<file path="config.mk">
export PLATFORM = sky130hd
export DESIGN_NAME = protobuf_data_message_decoder_top
export DESIGN_NICKNAME = d
export VERILOG_FILES = /design/src/rtl/pbd_pkg.sv /design/src/rtl/pbd_parser.sv /design/src/rtl/pbd_result_reg.sv /design/src/rtl/protobuf_data_message_decoder_top.sv
export SDC_FILE = /design/constraint.sdc
export NUM_CORES = 1
export LEC_CHECK = 0
export BUFFER_PORTS_ARGS = -buffer_cell sky130_fd_sc_hd__buf_4
export CAP_MARGIN = 0
export CORE_UTILIZATION = 50
export DETAILED_ROUTE_END_ITERATION = 12
export PLACE_DENSITY = 0.65
export SETUP_SLACK_MARGIN = 0.5
export SYNTH_ARGS = -nofsm -noshare
export SYNTH_HDL_FRONTEND = slang
export SYNTH_SLANG_ARGS = --single-unit
</file>
<file path="constraint.sdc">
create_clock -name clk -period 7.98 [get_ports clk]
set_input_delay 1.197 -clock clk [delete_from_list [all_inputs] [get_ports clk]]
set_output_delay 1.197 -clock clk [all_outputs]
set_load 0.01 [all_outputs]
</file>
<file path="src/rtl/pbd_pkg.sv">
// shared constants and types for the protobuf message decoder
package pbd_pkg;

  // longest message taken, in bytes
  localparam int MAX_LEN = 255;

  // byte position counter, saturates at MAX_LEN
  localparam int POS_W = $clog2(MAX_LEN + 1);

  // body skip counter, must hold MAX_LEN and the fixed64 body size
  localparam int SKIP_W = (POS_W > 4) ? POS_W : 4;

  // wire kinds
  localparam logic [2:0] WK_VARINT  = 3'd0;
  localparam logic [2:0] WK_FIXED64 = 3'd1;
  localparam logic [2:0] WK_LENGTH  = 3'd2;
  localparam logic [2:0] WK_FIXED32 = 3'd5;

  // field numbers that are kept
  localparam logic [4:0] FLD_PORT    = 5'd1;
  localparam logic [4:0] FLD_PAYLOAD = 5'd2;
  localparam logic [4:0] FLD_WANT    = 5'd3;
  localparam logic [4:0] FLD_REQ_ID  = 5'd6;

  // varint byte index that may not carry a continuation bit
  localparam logic [2:0] VARINT_LAST_STEP = 3'd4;

  // body sizes of the fixed wire kinds
  localparam int FIXED32_BYTES = 4;
  localparam int FIXED64_BYTES = 8;

  // one decoded message
  typedef struct packed {
    logic        accepted;
    logic [31:0] port_number;
    logic        port_present;
    logic        want_response;
    logic        payload_present;
    logic [7:0]  payload_offset;
    logic [7:0]  payload_length;
    logic [31:0] call_id;
  } result_t;

endpackage

</file>
<file path="src/rtl/pbd_parser.sv">
// byte-serial parse state and end-of-message result logic
module pbd_parser
  import pbd_pkg::*;
(
  input  logic          clk,
  input  logic          rst,
  input  logic          step,
  input  logic [7:0]    data_byte,
  input  logic          last_byte,
  output result_t       result
);

  // parse phases
  localparam logic [1:0] PH_TAG    = 2'd0;
  localparam logic [1:0] PH_VALUE  = 2'd1;
  localparam logic [1:0] PH_LENGTH = 2'd2;
  localparam logic [1:0] PH_SKIP   = 2'd3;

  localparam logic [POS_W-1:0] POS_MAX = POS_W'(MAX_LEN);

  logic [POS_W-1:0]  pos, pos_next;
  logic [1:0]        phase, phase_next;
  logic [4:0]        field, field_next;
  logic [2:0]        wire_kind, wire_kind_next;
  logic [31:0]       acc, acc_next;
  logic [2:0]        step_cnt, step_cnt_next;
  logic [SKIP_W-1:0] skip, skip_next;
  logic              failed, failed_next;
  logic [31:0]       port, port_next;
  logic              has_port, has_port_next;
  logic              want, want_next;
  logic              has_pay, has_pay_next;
  logic [POS_W-1:0]  pay_start, pay_start_next;
  logic [POS_W-1:0]  pay_size, pay_size_next;
  logic [31:0]       req, req_next;

  // working values
  logic [5:0]        shamt;
  logic [31:0]       acc_or;
  logic [POS_W-1:0]  room;
  logic [1:0]        lane;
  logic [SKIP_W-1:0] skip_dec;

  // end-of-message view
  logic              fin_fail;
  logic [31:0]       fin_port;
  logic              fin_has_port;
  logic              fin_want;
  logic              fin_has_pay;
  logic [POS_W-1:0]  fin_start;
  logic [POS_W-1:0]  fin_size;
  logic              ok;

  // shift amount 7 * step, step is at most 4 here
  assign shamt    = {step_cnt, 3'b000} - {3'b000, step_cnt};
  assign acc_or   = acc | (32'(data_byte[6:0]) << shamt);
  assign room     = POS_MAX - pos - POS_W'(1);
  assign lane     = 2'(SKIP_W'(FIXED32_BYTES) - skip);
  assign skip_dec = (skip != '0) ? skip - SKIP_W'(1) : skip;

  // per-byte state update
  always_comb begin
    pos_next       = pos;
    phase_next     = phase;
    field_next     = field;
    wire_kind_next = wire_kind;
    acc_next       = acc;
    step_cnt_next  = step_cnt;
    skip_next      = skip;
    failed_next    = failed;
    port_next      = port;
    has_port_next  = has_port;
    want_next      = want;
    has_pay_next   = has_pay;
    pay_start_next = pay_start;
    pay_size_next  = pay_size;
    req_next       = req;

    if (pos != POS_MAX) begin
      pos_next = pos + POS_W'(1);
    end

    if (!failed) begin
      if (pos == POS_MAX) begin
        failed_next = 1'b1;
      end else begin
        case (phase)
          PH_TAG: begin
            field_next     = data_byte[7:3];
            wire_kind_next = data_byte[2:0];
            acc_next       = '0;
            step_cnt_next  = '0;
            case (data_byte[2:0])
              WK_VARINT: begin
                phase_next = PH_VALUE;
              end
              WK_LENGTH: begin
                phase_next = PH_LENGTH;
              end
              WK_FIXED32: begin
                skip_next  = SKIP_W'(FIXED32_BYTES);
                phase_next = PH_SKIP;
                if (data_byte[7:3] == FLD_REQ_ID) begin
                  req_next = '0;
                end
              end
              WK_FIXED64: begin
                skip_next  = SKIP_W'(FIXED64_BYTES);
                phase_next = PH_SKIP;
              end
              default: begin
                failed_next = 1'b1;
              end
            endcase
          end
          PH_VALUE, PH_LENGTH: begin
            acc_next = acc_or;
            if (!data_byte[7]) begin
              if (phase == PH_VALUE) begin
                // varint value done
                if (field == FLD_PORT) begin
                  port_next     = acc_or;
                  has_port_next = 1'b1;
                end else if (field == FLD_WANT) begin
                  want_next = (acc_or != '0);
                end
                phase_next = PH_TAG;
              end else if (acc_or > 32'(room)) begin
                // body cannot fit in the message
                failed_next = 1'b1;
              end else begin
                if (field == FLD_PAYLOAD) begin
                  pay_start_next = pos + POS_W'(1);
                  pay_size_next  = acc_or[POS_W-1:0];
                  has_pay_next   = 1'b1;
                end
                if (acc_or == '0) begin
                  phase_next = PH_TAG;
                end else begin
                  skip_next  = SKIP_W'(acc_or[POS_W-1:0]);
                  phase_next = PH_SKIP;
                end
              end
            end else begin
              step_cnt_next = step_cnt + 3'd1;
              if (step_cnt == VARINT_LAST_STEP) begin
                failed_next = 1'b1;
              end
            end
          end
          PH_SKIP: begin
            // request id bytes arrive little-endian
            if (wire_kind == WK_FIXED32 && field == FLD_REQ_ID &&
                skip <= SKIP_W'(FIXED32_BYTES) && skip != '0) begin
              req_next = req | (32'(data_byte) << {lane, 3'b000});
            end
            skip_next = skip_dec;
            if (skip_dec == '0) begin
              phase_next = PH_TAG;
            end
          end
          default: begin
            phase_next = phase;
          end
        endcase
      end
    end
  end

  // close out a message that ends on this byte
  always_comb begin
    fin_fail     = failed_next;
    fin_port     = port_next;
    fin_has_port = has_port_next;
    fin_want     = want_next;
    fin_has_pay  = has_pay_next;
    fin_start    = pay_start_next;
    fin_size     = pay_size_next;
    if (!failed_next) begin
      case (phase_next)
        PH_VALUE: begin
          // cut-off varint counts as it stands
          if (field_next == FLD_PORT) begin
            fin_port     = acc_next;
            fin_has_port = 1'b1;
          end else if (field_next == FLD_WANT) begin
            fin_want = (acc_next != '0);
          end
        end
        PH_LENGTH: begin
          // cut-off length is only good when it is still zero
          if (acc_next != '0) begin
            fin_fail = 1'b1;
          end else if (field_next == FLD_PAYLOAD) begin
            fin_start   = pos_next;
            fin_size    = '0;
            fin_has_pay = 1'b1;
          end
        end
        PH_SKIP: begin
          if (skip_next != '0) begin
            fin_fail = 1'b1;
          end
        end
        default: begin
          fin_fail = failed_next;
        end
      endcase
    end
  end

  // result fields, all zero on a failed parse
  assign ok = !fin_fail;
  always_comb begin
    result.accepted        = ok && fin_has_port && (fin_port != '0) && !fin_port[31];
    result.port_number     = ok ? fin_port : '0;
    result.port_present    = ok && fin_has_port;
    result.want_response   = ok && fin_want;
    result.payload_present = ok && fin_has_pay;
    result.payload_offset  = (ok && fin_has_pay) ? 8'(fin_start) : '0;
    result.payload_length  = (ok && fin_has_pay) ? 8'(fin_size) : '0;
    result.call_id         = ok ? req_next : '0;
  end

  // state registers, cleared after every message
  always_ff @(posedge clk) begin
    if (rst || (step && last_byte)) begin
      pos       <= '0;
      phase     <= PH_TAG;
      field     <= '0;
      wire_kind <= '0;
      acc       <= '0;
      step_cnt  <= '0;
      skip      <= '0;
      failed    <= 1'b0;
      port      <= '0;
      has_port  <= 1'b0;
      want      <= 1'b0;
      has_pay   <= 1'b0;
      pay_start <= '0;
      pay_size  <= '0;
      req       <= '0;
    end else if (step) begin
      pos       <= pos_next;
      phase     <= phase_next;
      field     <= field_next;
      wire_kind <= wire_kind_next;
      acc       <= acc_next;
      step_cnt  <= step_cnt_next;
      skip      <= skip_next;
      failed    <= failed_next;
      port      <= port_next;
      has_port  <= has_port_next;
      want      <= want_next;
      has_pay   <= has_pay_next;
      pay_start <= pay_start_next;
      pay_size  <= pay_size_next;
      req       <= req_next;
    end
  end

  // a message end always returns the parser to a clean start
  a_clean_after_last: assert property (@(posedge clk) disable iff (rst)
    step && last_byte |=> pos == '0 && phase == PH_TAG && !failed && !has_port)
    else $error("parser state not cleared after last item");

  // a body being skipped always has bytes left
  a_skip_nonzero: assert property (@(posedge clk) disable iff (rst)
    phase == PH_SKIP && !failed |-> skip != '0)
    else $error("skip phase with nothing left to skip");

  // varint step index stays within five bytes while parsing
  a_step_bound: assert property (@(posedge clk) disable iff (rst)
    !failed |-> step_cnt <= VARINT_LAST_STEP)
    else $error("varint step past fifth byte");

  // a recorded payload always lies inside the message
  a_payload_fits: assert property (@(posedge clk) disable iff (rst)
    has_pay && !failed |-> 32'(pay_start) + 32'(pay_size) <= 32'(MAX_LEN))
    else $error("payload runs past message limit");

endmodule

</file>
<file path="src/rtl/pbd_result_reg.sv">
// output register for decoded message results
module pbd_result_reg
  import pbd_pkg::*;
(
  input  logic    clk,
  input  logic    rst,
  input  logic    load,
  input  result_t result_in,
  input  logic    out_stall,
  output logic    out_valid,
  output result_t result_out
);

  // valid flag: set on load, cleared when the item is taken
  always_ff @(posedge clk) begin
    if (rst) begin
      out_valid <= 1'b0;
    end else if (load) begin
      out_valid <= 1'b1;
    end else if (!out_stall) begin
      out_valid <= 1'b0;
    end
  end

  // payload
  always_ff @(posedge clk) begin
    if (load) begin
      result_out <= result_in;
    end
  end

endmodule

</file>
<file path="src/rtl/protobuf_data_message_decoder_top.sv">
// Protobuf wire-format message decoder, one byte per item, one result per message.
// Takes one encoded byte per cycle and returns one result item on the byte marked
// last_byte; a byte passes through the input register, and the result of a last
// byte is loaded into the output register as that byte leaves the input register.
// Sustained rate is one byte per clock: the parse state updates in a single pass
// per byte. Input stalls only when a last byte waits on a result that has not yet
// been taken. Messages longer than MAX_LEN bytes, bad wire kinds, over-long varints
// and bodies that run past the end are reported with accepted low and all other
// fields zero.
module protobuf_data_message_decoder_top
  import pbd_pkg::*;
(
  input  logic        clk,
  input  logic        rst,
  input  logic        in_valid,
  output logic        in_stall,
  input  logic [7:0]  data_byte,
  input  logic        last_byte,
  output logic        out_valid,
  input  logic        out_stall,
  output logic        accepted,
  output logic [31:0] port_number,
  output logic        port_present,
  output logic        want_response,
  output logic        payload_present,
  output logic [7:0]  payload_offset,
  output logic [7:0]  payload_length,
  output logic [31:0] call_id
);

  logic       s1_valid;
  logic [7:0] s1_byte;
  logic       s1_last;
  logic       s1_go;
  logic       in_take;
  result_t    parse_res;
  result_t    out_res;

  // input register advances unless a last item waits on a full output
  assign s1_go    = s1_valid && (!s1_last || !out_valid || !out_stall);
  assign in_stall = s1_valid && !s1_go;
  assign in_take  = in_valid && !in_stall;

  always_ff @(posedge clk) begin
    if (rst) begin
      s1_valid <= 1'b0;
    end else if (!in_stall) begin
      s1_valid <= in_valid;
    end
  end

  always_ff @(posedge clk) begin
    if (in_take) begin
      s1_byte <= data_byte;
      s1_last <= last_byte;
    end
  end

  // parse state
  pbd_parser u_parser (
    .clk       (clk),
    .rst       (rst),
    .step      (s1_go),
    .data_byte (s1_byte),
    .last_byte (s1_last),
    .result    (parse_res)
  );

  // result register
  pbd_result_reg u_result (
    .clk        (clk),
    .rst        (rst),
    .load       (s1_go && s1_last),
    .result_in  (parse_res),
    .out_stall  (out_stall),
    .out_valid  (out_valid),
    .result_out (out_res)
  );

  assign accepted        = out_res.accepted;
  assign port_number     = out_res.port_number;
  assign port_present    = out_res.port_present;
  assign want_response   = out_res.want_response;
  assign payload_present = out_res.payload_present;
  assign payload_offset  = out_res.payload_offset;
  assign payload_length  = out_res.payload_length;
  assign call_id         = out_res.call_id;

  // a last item held back keeps its place until the result is taken
  a_last_held: assert property (@(posedge clk) disable iff (rst)
    s1_valid && s1_last && out_valid && out_stall |=> s1_valid && s1_last)
    else $error("held last item lost from input register");

  // a result is never overwritten while it waits to be taken
  a_no_overwrite: assert property (@(posedge clk) disable iff (rst)
    out_valid && out_stall |-> !(s1_go && s1_last))
    else $error("result overwritten while stalled");

endmodule
</file>
== Yosys cells after proc, flatten, opt, wreduce, memory -nomap -nowiden ==
Index checks and enable logic that the tools add are counted.
Storage, ports and cells
  bits in registers: 240
  output and inout bits: 86
  logic and storage cells: 211
Operators by class
  add/sub/neg operators: 7
  order comparisons: 2
  equality and inequality tests: 23
  shift operators: 2
  muxes and demuxes: 109
  bitwise gates (word level): 4
  reduce and logical (&&, ||, !) cells: 37
Operators by type and width (number)
  two-way mux 32 bit: 16
  two-way mux 8 bit: 30
  case mux 32 bit (2 select lines): 2
  nonzero test 32 bit: 3
  bitwise OR 32 bit: 2
  two-way mux 1 bit: 43
  > comparator 32 x 8 -> 1 bit: 1
  logical NOT 32 bit: 1
  << shifter 7 x 6 -> 32 bit: 1
  << shifter 8 x 5 -> 32 bit: 1
  case mux 8 bit (3 select lines): 1
  == test 5 x 2 -> 1 bit (second input constant): 4
  case mux 8 bit (2 select lines): 1
  nonzero test 8 bit: 2
  subtractor 8 x 1 -> 8 bit (second input constant): 2
  two-way mux 5 bit: 3
  two-way mux 2 bit: 7
  logical AND 1 bit: 12
  case mux 2 bit (3 select lines): 2
  == test 5 x 1 -> 1 bit (second input constant): 2
  == test 5 x 3 -> 1 bit (second input constant): 2
  == test 3 bit (second input constant): 3
  adder 8 x 1 -> 8 bit (second input constant): 1
  == test 2 bit (second input constant): 4
  other kinds (26): 38

== Longest topological paths before layout ==
  depth after elaboration: 19
  gate-level depth with buffers: 25
  depth with buffers taken out: 19

== Hierarchy ==
From an unflattened synthesis, not the netlist that was laid out.
Second synthesis, totals
  cell total of the unflattened synthesis: 1476
  area total of the unflattened synthesis: 12693.4 µm²
Modules (own cells, without submodules)
  pbd_parser: instances 1, cells an instance 1370, area an instance 9808.2 µm², seq. area each 2902.8 µm²
  pbd_result_reg: instances 1, cells an instance 87, area an instance 2551.2 µm², seq. area each 2542.4 µm²
  protobuf_data_message_decoder_top: instances 1, cells an instance 19, area an instance 334.1 µm², seq. area each 290.3 µm²

== Worst setup path before layout ==
No wires, ideal clock.
  path type: register to register
  start: reg u_parser.step_cnt[1]
  end: reg u_result.result_out[5] (netlist bit), data pin
  setup time: 0.142 ns
  arrival time: 5.403 ns
  setup slack: 2.436 ns
  stages on the path, launching flop included: 22
  path buffers: 4
  period minus slack after synthesis: 5.544 ns
  cell sequence: dfxtp_1 buf_2 inv_1 ha_1 buf_6 mux2_2 mux4_2 a21oi_1 inv_1 ha_1 a21o_1 a21oi_1 a21oi_1 or4_1 nor4_2 nor2_1 o41ai_2 a21oi_1 o41a_1 buf_4 buf_4 nor2_1
Between the ends
  word-level cells in the longest chain between the ends: 15
RTL lines
  start: declaration: RTL line pbd_parser.sv:26  | logic [2:0] step_cnt, step_cnt_next;
  start signal: assignment: RTL line pbd_parser.sv:249  | step_cnt <= step_cnt_next;
  branches (longest 14 deep; another with > comparator 32 x 8 -> 1 bit)
  two-way mux 1 bit *: RTL line pbd_parser.sv:179  | if (!failed_next) begin
  end signal: assignment: RTL line pbd_result_reg.sv:28  | result_out <= result_in;
  end: declaration: RTL line pbd_result_reg.sv:11  | output result_t result_out
Mark *: on every way between the ends.
A chain may end at the register's enable or synchronous reset.

== Worst setup path after layout ==
  start: reg u_parser.step_cnt[0]
  end: reg u_result.result_out[54] (netlist bit), data pin
Between the ends
  word-level cells in the longest chain between the ends: 15
RTL lines
  branches (longest 15 deep; another with > comparator 32 x 8 -> 1 bit)
Parallel ways; which one is timed is not known.

==> results.md <==
- Largest net degree at the start of global routing: 71
- Clock transition at the registers of the reported paths: 0.07 ns
- DRT Pass-1 Iters: 5
- R2r setup slk: between 0.9 and 1 ns
- Avg Cell Area, Syn: between 8 and 9 sq um
- IO Count: 99
- Routability Congestion: 0.970
- Min Hold Slack: 0.455 ns
- Cells along the critical path: inv_1 > ha_1 > ha_1 > inv_1 > a2111oi_2 > a21oi_1 > inv_1 > ha_1 > a21o_1 > nand2_1 > a31o_2 > a21oi_1 > or4_1 > nor4_2 > mux2i_1 > a41oi_1 > nand4_1 > o41a_2 > buf_4 > a21oi_1
- Antenna Cells: 0
- Syn Nets: 1512
- Post-synth ARST share: 0%
- Register area share after synthesis: 44.7%
- Number of vias per cell: 6.41
- CP Data Required Time: 8.23 ns
- Fmax: about 0.14 GHz
- Dominant synthesized flop cell: dfxtp_1
- RSZ-0062 raised after global routing: false
- CTS tree: yes
- Period utilisation layout: 88.1%
- Setup bufs post-CTS: 0
- Hold path start: u_parser.pay_start[1]$_SDFFE_PP0P_
- Initial core utilization: 50.9%
- Die width: 162 um
- Die area: roughly 26000 sq um
- Hold_buf cts: 0
- Clock Path Buffers: 3
- Peak supply drop: 196 uV
- CP Max Fanout: 45
- FF-to-FF End: u_result.result_out[54]$_SDFFCE_PN0P_
- Pleak: approximately 5 nW
- Row count: 58
- Routed length per instance: 21.7 um
- Synth Warn #: 0
- CTS buffer count: 26
- DP HPWL: 27.7 mm
- DRC errors left: 0
- CP startpoint kind: flop
- DRT antenna net count: 0
- PD cells: 198 nW/um^2
- Delay of the slowest cell on the worst path: ~0.85 ns
- Yosys cell types: 83
- Worst-Skew Late Latency: 0.54 ns
- Max Clock Skew: 0.0204 ns
- Final wirelength: 40.7 mm
- HP Class: reg2reg
- Crit Path Category: reg2reg
- Syn-to-layout area delta: 13.3%
- Max Slew Vio Count: 0
- Measured slew at the worst slew-check pin: approximately 1.1 ns
- Die Span Y: 162 um
- R2R Path Start: u_parser.step_cnt[0]$_SDFFE_PP0P_
- Initial antenna violation count: 0
- Core Box Area: 25200 sq um
- Commonest non-fill, non-tap cell in the layout: nor2_1
- Hold Vio Cnt, Final: 0
- H-tree lvl count: 1
- Vias in the first global route: ~11000
- Tot Pwr: 2.88 mW
- Number of synthesized register bits: between 200 and 250
- CP endpoint kind: flop
- First-pass GRT wire length: 63.2 mm
- Slowest CP cell: o41a_2
- Cell Area, Synth: 12800 sq um
- GRT Total Usage: 30.6%
- Post-Synthesis Cells: between 1000 and 1500
- Hold Path End: u_parser.pay_start[1]$_SDFFE_PP0P_
- Max-slew headroom: between 20% and 30%
- Status: completed
- Hold Path Stages: 2
- Max_cap viols: 0
- Final setup viols: 0
- Fraction of layout cells with a size suffix above 1: between 10% and 20%
- Number of synthesized flops with an enable pin: 93
- # nets final: 1549
- Sink Count: 240
- PortBufs: 98
- CTS resizes: 0
- Iter 0 DRT Violations: 1272
- CTS Root Cell: clkbuf_16
- Commonest non-fill, non-tap cells in the layout: nor2_1 (206), a21oi_1 (159), dfxtp_1 (147)
- GRT Residual Overflow: 0
- Worst EP arrival: around 7.3 ns
- Total number of vias: 11988
- Total Neg Setup Slack: 0 ns
- Period minus WS final: about 7.0 ns
- R2R cell count: 20
## metal layers
| layer | track usage, % | part of all wire, % | up-vias |
|---|---|---|---|
| met4 | 10.7 | 3.8 | 0 |
| met5 | 0 | 0 | - |
| met1 | 42.0 | 43 | 5742 |
| met2 | 50.0 | 47 | 572 |
| li1 | - | - | 5577 |
| met3 | 3.42 | 6.9 | 97 |
## cell usage after synthesis, drive strengths merged, types with 4 or more instances
cell type	number	area share (%)
mux4	4	0.70
a311oi	4	0.32
nor2b	7	0.34
inv	35	1.0
or2	7	0.34
a41oi	4	0.27
xor2	5	0.34
mux2	5	0.50
nor2	209	6.1
clkbuf	87	2.6
a21bo	6	0.47
buf	37	1.9
o21a	4	0.23
nand2b	6	0.29
o22ai	10	0.49
and2	11	0.54
nor3	40	1.6
xnor2	8	0.55
a22oi	42	2.5
o211ai	16	0.94
nand4	23	1.3
and3	15	0.73
ha	16	1.6
nand3	44	1.7
o21ai	45	1.8
a21o	11	0.64
nor4	23	1.4
edfxtp	93	22
a211oi	71	4.2
and4	4	0.27
a311o	22	1.7
mux2i	15	1.2
a31oi	22	1.1
o221ai	5	0.34
or4	11	0.64
nand2	146	4.3
a21oi	164	6.5
dfxtp	147	23
or3	6	0.29
o31ai	7	0.41
## layout make-up
cell class              instances  area (sq um)
clock buffers                  41           768
clock inverters                 7          60.1
fillers                      2307         10600
inverters                      35           131
multi-input cells            1084          6430
flip-flops and latches        240          5740
well taps                     330           413
repair buffers                133           998
## critical path, delay by kind of cell (launching register included)
family	cells	cell delay, ns
flops	1	0.33
simple gates	4	1.14
fa+ha+maj	3	1.42
compound gates	8	2.40
buf+inv	4	1.15
mux	1	0.28
## cells by family (layout without fill, tap and decap cells)
group                    Yosys count  count (layout)  share of synthesized area [%]
AND/OR/NAND/NOR                  565             565                           20.7
AO/OA/AOI/OAI                    466             466                           24.4
flip-flops                       240             240                           44.7
buffers and inverters            159             216                           5.43
multiplexers                      24              24                           2.37
adder cells (fa/ha/maj)           16              16                           1.56
XOR/XNOR                          13              13                          0.887
## metrics by stage
stage                     cells  util, %  cell area (sq um)  setup slack [ns]
final                      1870     57.7              14500             0.953
after global routing       1870     57.7              14500             0.514
after CTS                  1870     57.7              14500              1.03
after detailed placement   1822     54.5              13700              1.06
after global placement     1822     54.5              13700              1.26
after floorplan            1483        -              12800              2.44
## sequential cells by signal (all words and copies together) (netlist names), 3 cells and up
name                 cells
u_result.result_out     84
u_parser.acc            32
u_parser.port           32
u_parser.req            32
s1_byte                  8
u_parser.pay_size        8
u_parser.pay_start       8
u_parser.pos             8
u_parser.skip            8
u_parser.field           5
u_parser.step_cnt        3
u_parser.wire_kind       3
## how the worst max path moves through the flow
stage,startpoint,endpoint,slack (ns),cells after the start
after detailed placement,u_parser.step_cnt[0]$_SDFFE_PP0P_,u_result.result_out[36]$_SDFFCE_PN0P_,1.06,20
after CTS,u_parser.step_cnt[0]$_SDFFE_PP0P_,u_result.result_out[36]$_SDFFCE_PN0P_,1.03,20
after global routing,u_parser.step_cnt[0]$_SDFFE_PP0P_,u_result.result_out[54]$_SDFFCE_PN0P_,0.51,20
after floorplan,u_parser.step_cnt[1]$_SDFFE_PP0P_,u_result.result_out[5]$_SDFFCE_PN0P_,2.44,21
final,u_parser.step_cnt[0]$_SDFFE_PP0P_,u_result.result_out[54]$_SDFFCE_PN0P_,0.95,20
after global placement,u_parser.step_cnt[0]$_SDFFE_PP0P_,u_result.result_out[33]$_SDFFCE_PN0P_,1.26,20
## report_power, final
part / switching (mW) / total [mW] / internal [mW]
Sequential: 0.0274 / 1.32 / 1.29
Clock: 0.496 / 1.19 / 0.690
Combinational: 0.268 / 0.372 / 0.104
Total: 0.791 / 2.88 / 2.08
Note: power is estimated with default switching activity, not from simulation.
